===== config.mk =====
export PLATFORM = sky130hd
export DESIGN_NAME = nct_cell
export DESIGN_NICKNAME = d
export VERILOG_FILES = /design/src/design/nct_pkg.sv /design/src/design/nct_cell.sv
export SDC_FILE = /design/constraint.sdc
export NUM_CORES = 1
export LEC_CHECK = 0
export BUFFER_PORTS_ARGS = -buffer_cell sky130_fd_sc_hd__buf_2
export CORE_AREA = 2 2 252 204
export DETAILED_ROUTE_END_ITERATION = 12
export DIE_AREA = 0 0 254 206
export PLACE_DENSITY = 0.49
export SLEW_MARGIN = 20
export SYNTH_ARGS = -nofsm -noshare
export SYNTH_HDL_FRONTEND = slang
export SYNTH_SLANG_ARGS = --single-unit

===== constraint.sdc =====
create_clock -name clk -period 15 [get_ports clk]
set_clock_uncertainty 0.1 [all_clocks]
set_input_delay 0.75 -clock clk [delete_from_list [all_inputs] [get_ports clk]]
set_output_delay 0.75 -clock clk [all_outputs]
set_load 0.02 [all_outputs]

===== src/design/nct_pkg.sv =====
`timescale 1ns / 1ps
// ----------------------------------------------------------------------------
// nct_pkg
// shared types and codes of the nat connection table
// ----------------------------------------------------------------------------
package nct_pkg;

  localparam logic [1:0] FUNC_INBOUND  = 2'd0;
  localparam logic [1:0] FUNC_OUTBOUND = 2'd1;
  localparam logic [1:0] FUNC_CLEAN    = 2'd2;
  // spare code, leaves the table alone and returns an all-zero result
  localparam logic [1:0] FUNC_NOP      = 2'd3;

  localparam logic [1:0] ST_OK        = 2'd0;
  localparam logic [1:0] ST_NO_BUCKET = 2'd1;
  localparam logic [1:0] ST_NO_ENTRY  = 2'd2;
  localparam logic [1:0] ST_FULL      = 2'd3;

  localparam logic CFG_GATEWAY_IP = 1'b0;
  localparam logic CFG_TIMEOUT    = 1'b1;

  localparam logic [31:0] TIMEOUT_RESET = 32'd5000;
  localparam logic [6:0]  REMOVED_MAX   = 7'd127;

  typedef enum logic [1:0] {
    S_IDLE,
    S_SCAN,
    S_OUT
  } state_t;

  // query held steady while a token runs down the chain
  typedef struct packed {
    logic [1:0]  func;
    logic [7:0]  proto;
    logic [31:0] key;
    logic [31:0] src_ip;
    logic [15:0] src_port;
    logic [31:0] dst_ip;
    logic [15:0] dst_port;
    logic [31:0] now_ms;
  } query_t;

  // partial search result handed from cell to cell
  typedef struct packed {
    logic        valid;
    logic        bucket;
    logic        hit;
    logic        free_found;
    logic [6:0]  removed;
    logic [31:0] res_ip;
    logic [15:0] res_port;
  } token_t;

  // update broadcast at the end of a scan
  typedef struct packed {
    logic        refresh;
    logic        insert;
    logic [31:0] outside_ip;
  } commit_t;

endpackage


===== src/design/nct_cell.sv =====
`timescale 1ns / 1ps
// ----------------------------------------------------------------------------
// nct_cell
// one table entry with its compare logic and a token stage
// ----------------------------------------------------------------------------
module nct_cell #(
  parameter int TABLE_ENTRIES = 64,
  parameter int CELL_INDEX    = 0,
  parameter int IDX_W         = $clog2(TABLE_ENTRIES),
  parameter int RANK_W        = $clog2(TABLE_ENTRIES + 1)
) (
  input  logic                  clk,
  input  logic                  rst,
  input  nct_pkg::query_t       query,
  input  logic [31:0]           idle_timeout_ms,
  input  nct_pkg::token_t       tok_in,
  input  logic [IDX_W-1:0]      hit_idx_in,
  input  logic [RANK_W-1:0]     hit_rank_in,
  input  logic [IDX_W-1:0]      free_idx_in,
  output nct_pkg::token_t       tok_out,
  output logic [IDX_W-1:0]      hit_idx_out,
  output logic [RANK_W-1:0]     hit_rank_out,
  output logic [IDX_W-1:0]      free_idx_out,
  input  nct_pkg::commit_t      commit,
  input  logic [IDX_W-1:0]      commit_idx
);

  localparam logic [IDX_W-1:0]  MY_IDX   = IDX_W'(CELL_INDEX);
  localparam logic [RANK_W-1:0] RANK_MAX = RANK_W'(TABLE_ENTRIES);

  logic              valid;
  logic [31:0]       key;
  logic [7:0]        proto;
  logic [31:0]       internal_ip;
  logic [15:0]       internal_port;
  logic [31:0]       outside_ip;
  logic [15:0]       outside_port;
  logic [31:0]       last_used_ms;
  logic [RANK_W-1:0] rank;

  logic              key_match;
  logic              full_match;
  logic              better;
  logic              aged;
  logic [31:0]       age;
  nct_pkg::token_t   tok_next;

  always_comb begin
    age       = query.now_ms - last_used_ms;
    aged      = valid && (age > idle_timeout_ms);
    key_match = valid && (key == query.key) && (query.func == nct_pkg::FUNC_INBOUND);
    full_match = 1'b0;
    if (query.func == nct_pkg::FUNC_INBOUND) begin
      full_match = key_match && (proto == query.proto) && (outside_ip == query.dst_ip)
                   && (outside_port == query.dst_port);
    end else if (query.func == nct_pkg::FUNC_OUTBOUND) begin
      full_match = valid && (key == query.key) && (proto == query.proto)
                   && (internal_ip == query.src_ip) && (internal_port == query.src_port);
    end
    better = full_match && (!tok_in.hit || (rank < hit_rank_in));

    tok_next = tok_in;
    tok_next.bucket = tok_in.bucket | key_match;
    if (better) begin
      tok_next.hit = 1'b1;
      if (query.func == nct_pkg::FUNC_INBOUND) begin
        tok_next.res_ip   = internal_ip;
        tok_next.res_port = internal_port;
      end else begin
        tok_next.res_ip   = outside_ip;
        tok_next.res_port = outside_port;
      end
    end
    if (!valid && !tok_in.free_found) begin
      tok_next.free_found = 1'b1;
    end
    if ((query.func == nct_pkg::FUNC_CLEAN) && aged
        && (tok_in.removed != nct_pkg::REMOVED_MAX)) begin
      tok_next.removed = tok_in.removed + 7'd1;
    end
  end

  always_ff @(posedge clk) begin
    if (rst) begin
      tok_out.valid <= 1'b0;
    end else begin
      tok_out.valid <= tok_in.valid;
    end
    tok_out.bucket     <= tok_next.bucket;
    tok_out.hit        <= tok_next.hit;
    tok_out.free_found <= tok_next.free_found;
    tok_out.removed    <= tok_next.removed;
    tok_out.res_ip     <= tok_next.res_ip;
    tok_out.res_port   <= tok_next.res_port;
    hit_idx_out        <= better ? MY_IDX : hit_idx_in;
    hit_rank_out       <= better ? rank : hit_rank_in;
    free_idx_out       <= (!valid && !tok_in.free_found) ? MY_IDX : free_idx_in;
  end

  // entry storage
  always_ff @(posedge clk) begin
    if (rst) begin
      valid <= 1'b0;
      rank  <= '0;
    end else begin
      if (tok_in.valid && (query.func == nct_pkg::FUNC_CLEAN) && aged) begin
        valid <= 1'b0;
      end
      if (commit.insert) begin
        if (commit_idx == MY_IDX) begin
          valid <= 1'b1;
          rank  <= '0;
        end else if (valid && (rank < RANK_MAX)) begin
          rank <= rank + RANK_W'(1);
        end
      end
    end
    if (commit.insert && (commit_idx == MY_IDX)) begin
      key           <= query.key;
      proto         <= query.proto;
      internal_ip   <= query.src_ip;
      internal_port <= query.src_port;
      outside_ip    <= commit.outside_ip;
      outside_port  <= query.src_port;
    end
    if ((commit.insert || commit.refresh) && (commit_idx == MY_IDX)) begin
      last_used_ms <= query.now_ms;
    end
  end

endmodule


==> results.tsv, run 1 <==
metric	value	unit
status	finished, final reports clean	
synthFlopType	edfxtp_1	
cts_buffers	28	
viasPerCell	4.312	
ys_top_cells_by_count	152 x edfxtp_1, 90 x xnor2_1, 86 x dfxtp_1	
drv_slew	0	
grt_pass1_vias	9014	
cts_tree	done	
cp_max_fo	6	
h-tree-depth	1	
clk_path_buf_depth	3	
crit_chain	buf_2 > inv_1 > ha_1 > inv_1 > fa_1 > a211oi_1 > nor4_1 > or2_2 > o2111ai_1 > a31oi_1 > or4b_2 > nand3_1 > ha_1 > nand4_1 > nor4_1 > a21oi_1 > nor3_1 > mux2_2	
finalHoldViolations	0	
peakVddDrop	80.86	uV
wl_per_cell	18.30	um
required	15.35	ns
synth_fa_ha_area_share	7.344	%
synth-seq-cells	238	
yosys.area_share.simple	9.589	%
die_x	254	um
synth.area.top_cells	edfxtp_1 37%, dfxtp_1 14%, ha_1 7.2%	
syn_area	12370	sq um
yosysMostFrequentCell	edfxtp_1	
globalplace.congestion	0.8504	
synth-compound-area-share	7.445	%
synth_top_family_by_area	XOR/XNOR gates	
fmax	199.6	MHz
gr-total-overflow	0	
area_growth	29.99	%
synthesis.nets	1419	
synth.distinct_cells	59	
dp.cells	2092	
dp_hpwl	31.64	mm
vias	9271	
cts_sinks	238	
path_clk_slew	0.06	ns
path_class	input pin to flop	
power_density	99.34	nW/um^2
crit_path_end_kind	flop	
dr.first_iter.drc_count	464	
synth-xor-area-share	11.68	%
cts_setup_buffers	0	
core	50180	sq um
ctsHoldBuffers	0	
antenna_found_initial	14	
fill_cells	5209	
ant_nets	0	
clkLatencyLatePin	0.57	ns
setup_violations	0	
critPathBufInv	3	
period_minus_slack	5.010	ns
yosysTopAreaCellShare	36.90	%
startpoint	query[0]	
grt_first_pass_wirelength	56.01	mm
syn-mean-instance-area	12.07	sq um
min_from	commit[9]	
io_buffers	399	
async_reset_ff_share	0	%
timing.rr.start	last_used_ms[0]	
tns	0	ns
yosysWarnings	0	
fin_cells	2150	
yosysTopAreaCell	edfxtp_1	
worstMarginPinSlew	0.8543	ns
cts-root-buf	clkbuf_16	
crit_family	simple AND/OR/NAND/NOR gates	
syn_inst	1025	
grt_max_degree	81	
cp-start-kind	input pin	
slowest_stage	or4b_2	
rsz0062_at_grt	no	
dieArea	52320	sq um
die_y	206	um
synthMuxAreaShare	9.782	%
hold_class	input pin to flop	
cts_resized	0	
fp-row-count	74	
synth_enable_flop_cells	152	
io_pins	400	
cp.arrival	5.36	ns
relSlewSlack	42.52	%
drive_above_1_share	37.40	%
start_util	24.65	%
p_total	0.001597	W
synth_seq_area_share	50.82	%
final_nets	1833	
grt_util_all_layers	14.27	%
wirelength	39.34	mm
cpPeakStageDelay	0.66	ns
dr.pass1.iters	5	
drc_errors	0	
p_leak	6.811	nW
fin_crit_sh	33.40	%
drv_cap	0	
==> registers in the layout, summed over array words and instances, names as in the netlist <==
signal	flops
free_idx_out	6
hit_idx_out	6
hit_rank_out	7
internal_ip	32
key	32
last_used_ms	32
outside_ip	32
outside_port	16
proto	8
rank	7
tok_out	59
valid	1
==> metrics by stage <==
| stage | setup slack, ns | hold slack (ns) | util [%] | area, sq um |
|---|---|---|---|---|
| after floorplan | 9.143 | 0.3114 | - | 12370 |
| after global placement | 9.494 | 0.4606 | 30.18 | 15150 |
| after detailed placement | 9.434 | 0.4699 | 30.18 | 15150 |
| after CTS | 9.993 | 0.2066 | 31.97 | 16040 |
| after global routing | 9.705 | 0.2129 | 32.03 | 16070 |
| final | 9.990 | 0.2481 | 32.04 | 16080 |
==> cells by family after synthesis <==
logic type | after synthesis
fa+ha+maj | 72
xor+xnor | 165
mux | 91
compound gates | 142
flops | 238
simple gates | 219
buf+inv | 98
==> final cells by class <==
| type | count | area, sq um | area share [%] |
|---|---|---|---|
| sequential | 238 | 6286 | 39.09 |
| multi-input combinational | 689 | 5680 | 35.33 |
| timing repair buffer | 405 | 2054 | 12.78 |
| tap | 684 | 855.8 | 5.323 |
| clock buffer | 34 | 733.2 | 4.560 |
| inverter | 77 | 289.0 | 1.798 |
| clock inverter | 17 | 165.2 | 1.027 |
| antenna | 6 | 15.01 | 0.09338 |
==> layer usage <==
layer  vias to the layer above  global-route usage [%]  part of all wire [%]
met1                      4418                   20.53                    47
met4                        14                   3.634                   2.2
met5                         -                       0                  0.20
met2                       229                   21.37                    44
met3                        55                   3.338                   5.9
li1                       4555                       -                     -
==> power breakdown <==
group | switching [W] | internal [W] | leakage (nW)
clock network | 0.000290 | 0.000384 | 0.440
registers | 0.00000474 | 0.000710 | 2.09
logic | 0.000110 | 0.0000986 | 4.28
==> cell usage in the layout, fill, tap and decap left out, types with 3 or more instances in the layout <==
cell,count
mux2_4,50
a311oi_1,3
inv_1,77
dfxtp_1,86
ha_1,71
nand4b_1,3
or2_2,3
mux2_2,39
clkinv_2,7
nor2_1,30
nor2b_1,19
nand2_1,36
xnor2_1,90
buf_2,399
nand2b_1,4
a21o_1,20
o21ai_0,24
nor4_1,28
diode_2,6
clkbuf_16,28
o21a_1,9
clkbuf_1,5
nand4_1,38
buf_4,5
clkinv_1,4
and3_1,5
and2_1,3
o211ai_1,5
a31oi_1,5
nor3_1,19
xor2_1,75
a21oi_1,50
a211oi_1,4
nand3_1,19
edfxtp_1,152
==> path summary, 6_finish.rpt <==
| path | end | slack (ns) | depth (start not counted) |
|---|---|---|---|
| setup / recovery | tok_out[49] | 9.99 | 18 |
| hold / removal | outside_ip[9] | 0.25 | 1 |
| setup reg to reg | tok_out[49] | 10.00 | 16 |
| hold reg to reg | hit_rank_out[5] | 0.48 | 1 |
No activity file was read; power rests on OpenSTA's default activity.
==> run 2: changes to the inputs <==
==> constraint.sdc (replaced) <==
create_clock -name clk -period 4.7 [get_ports clk]
set_clock_uncertainty 0.1 [all_clocks]
set_input_delay 0.235 -clock clk [delete_from_list [all_inputs] [get_ports clk]]
set_output_delay 0.235 -clock clk [all_outputs]
set_load 0.02 [all_outputs]
==> run 2 against run 1 <==
Against the previous run: global-route usage is 0.92 points higher; critical path depth is 4 higher; worst setup slack worse by 9.8 ns; non-clock buffer count is 244 higher; largest power group is now the clock network; sequential cell count stayed put; via count is 11% higher; combinational power grew to 4.0 times the previous value; sequential power grew to 3.2 times the previous value; largest cell class unchanged.
==> results.tsv, run 2 (same netlist as run 1, synthesis figures left out) <==
metric	value	unit	change
rrSetupSlack	0.28	ns	-9.72 ns
area_growth	52.01	%	
p_clk_share	44.5	%	+2.3 points
io_pins	400		unchanged
worstMarginPinSlew	0.9050	ns	+0.05063 ns
grt_first_pass_wirelength	60.55	mm	+8.1%
path_clk_slew	0.06	ns	about the same
cts_buffers	29		+3.6%
status	finished, final reports clean		
setup_violations	0		unchanged
cp_max_fo	5		-1
p_leak	7.958	nW	+17%
cts_sinks	238		unchanged
die_y	206	um	unchanged
wl_per_cell	17.50	um	-4.4%
viasPerCell	4.312		about the same
layout_common_cells	399 x buf_2, 232 x dlygate4sd3_1, 152 x edfxtp_1		
drc_errors	0		unchanged
largest_register_ffs	59		unchanged
fin_crit_sh	95.74	%	
crit_path_end_kind	flop		
cp-endpoint	tok_out[53]		
clkLatencyLatePin	0.58	ns	about the same
fin_cells	2396		+11%
final_nets	2078		+13%
reg2reg_to	tok_out[53]		
clk_path_buf_depth	3		unchanged
seq_area	6286	sq um	unchanged
cp.arrival	4.89	ns	-0.47 ns
grt_util_all_layers	15.19	%	+0.92 points
setup_ws	0.2004	ns	-9.790 ns
combinationalPowerShare	14.9	%	+1.8 points
wirelength	41.92	mm	+6.6%
ant_nets	0		unchanged
mostFrequentLayoutCell	buf_2		
path_class	input pin to flop		
internal_power	0.004248	W	+260%
fmax	222.2	MHz	
power_density	299.2	nW/um^2	+200%
h-tree-depth	1		unchanged
grt_pass1_vias	10460		+16%
dr.first_iter.drc_count	625		+35%
core	50180	sq um	unchanged
gr-total-overflow	0		unchanged
p_switching	0.001377	W	+240%
cts-root-buf	clkbuf_16		
worstRegToRegCells	19		+3
die_x	254	um	unchanged
fill_cells	4985		-4.3%
required	5.09	ns	-10.26 ns
start_util	24.65	%	unchanged
antenna_found_initial	8		-6
timing.rr.start	last_used_ms[0]		
vias	10330		+11%
drv_slew	0		unchanged
drive_above_1_share	33.80	%	-3.6 points
swShare	24.48	%	-0.86 points
peakVddDrop	259.0	uV	+220%
p_total	0.005625	W	+250%
fp-row-count	74		unchanged
seq_power_share	40.6	%	-4.2 points
relSlewSlack	39.03	%	-3.5 points
period_minus_slack	4.500	ns	
dp_hpwl	32.24	mm	+1.9%
tns	0	ns	unchanged
grt_max_degree	49		-40%
io_buffers	399		unchanged
cts_tree	done		
dieArea	52320	sq um	unchanged
multi_input_area	5748	sq um	+1.2%
pre_cts_ws	0.03062	ns	-9.403 ns
dp.cells	2104		+0.57%
startpoint	query[0]		
hold_class	input pin to flop		
drv_cap	0		unchanged
dr.pass1.iters	5		unchanged
finalHoldViolations	0		unchanged
cp-start-kind	input pin		
globalplace.congestion	0.8478		-0.31%
largest_register	tok_out		
## run 2: worst max-delay path, cell delays in order
cell,delay (ns)
dlygate4sd3_1,0.57
buf_2,0.14
inv_1,0.05
ha_1,0.17
inv_1,0.06
fa_1,0.43
a211oi_2,0.28
nor4_1,0.07
or2_2,0.38
o2111ai_4,0.24
a31oi_2,0.15
or4b_2,0.64
nand3_1,0.10
ha_1,0.14
a21oi_1,0.06
o21ai_0,0.17
a21oi_1,0.09
o211ai_1,0.18
a21oi_1,0.09
buf_4,0.18
nor4_2,0.24
xor2_1,0.21
## run 2: layout make-up
class                      instances  share of cell area [%]
timing repair buffer             649                   24.15
tap                              684                   4.552
clock inverter                    18                   1.251
sequential                       238                   33.43
multi-input combinational        689                   30.57
clock buffer                      36                   4.438
antenna                            5                 0.06654
inverter                          77                   1.537
## run 2: metal layers
| layer | vias up | part of all wire, % | wire length (um) | global-route usage (%) |
|---|---|---|---|---|
| met2 | 289 | 46 | 19400 | 23.96 |
| met1 | 4912 | 46 | 19350 | 21.14 |
| met5 | - | 0.11 | 46 | 0 |
| met4 | 8 | 2.3 | 955 | 3.908 |
| met3 | 58 | 5.2 | 2172 | 3.098 |
| li1 | 5065 | - | - | - |
## run 2: stage by stage
step / hold WS, ns / utilization, % / instance area [sq um]
6_report: 0.08370 / 37.47 / 18800
5_1_grt: 0.1227 / 37.46 / 18800
4_1_cts: 0.04831 / 37.29 / 18720
3_5_place_dp: 0.3131 / 30.54 / 15320
3_3_place_gp: 0.3137 / 30.54 / 15320
2_1_floorplan: 0.2210 / - / 12370
## run 2: timing repair
| action | CTS | global route |
|---|---|---|
| setup buffers | 0 | 1 |
| resized for setup | 0 | 11 |
| endpoints found under the hold margin | 238 | 0 |
| setup endpoints to repair | 0 | 8 |
| hold buffers | 232 | 0 |
## run 2: power by group through the flow
stage / registers [W] / logic, W / clock network, W
6_report: 0.00228 / 0.000838 / 0.00251
5_1_grt: 0.00228 / 0.000917 / 0.00266
4_1_cts: 0.00228 / 0.000832 / 0.00259
3_5_place_dp: 0.00233 / 0.000668 / 0
3_3_place_gp: 0.00233 / 0.000660 / 0
2_1_floorplan: 0.00237 / 0.000323 / 0
## run 2: worst min-delay path by stage
stage / cells after the start / endpoint / from / slack, ns
global placement: 1 / outside_ip[2] / commit[2] / 0.31
finish: 5 / rank[1] / commit_idx[0] / 0.08
global route: 5 / rank[0] / commit_idx[0] / 0.12
detailed placement: 1 / outside_ip[28] / commit[28] / 0.31
floorplan: 1 / tok_out[54] / tok_in[54] / 0.22
CTS: 5 / rank[1] / commit_idx[0] / 0.05
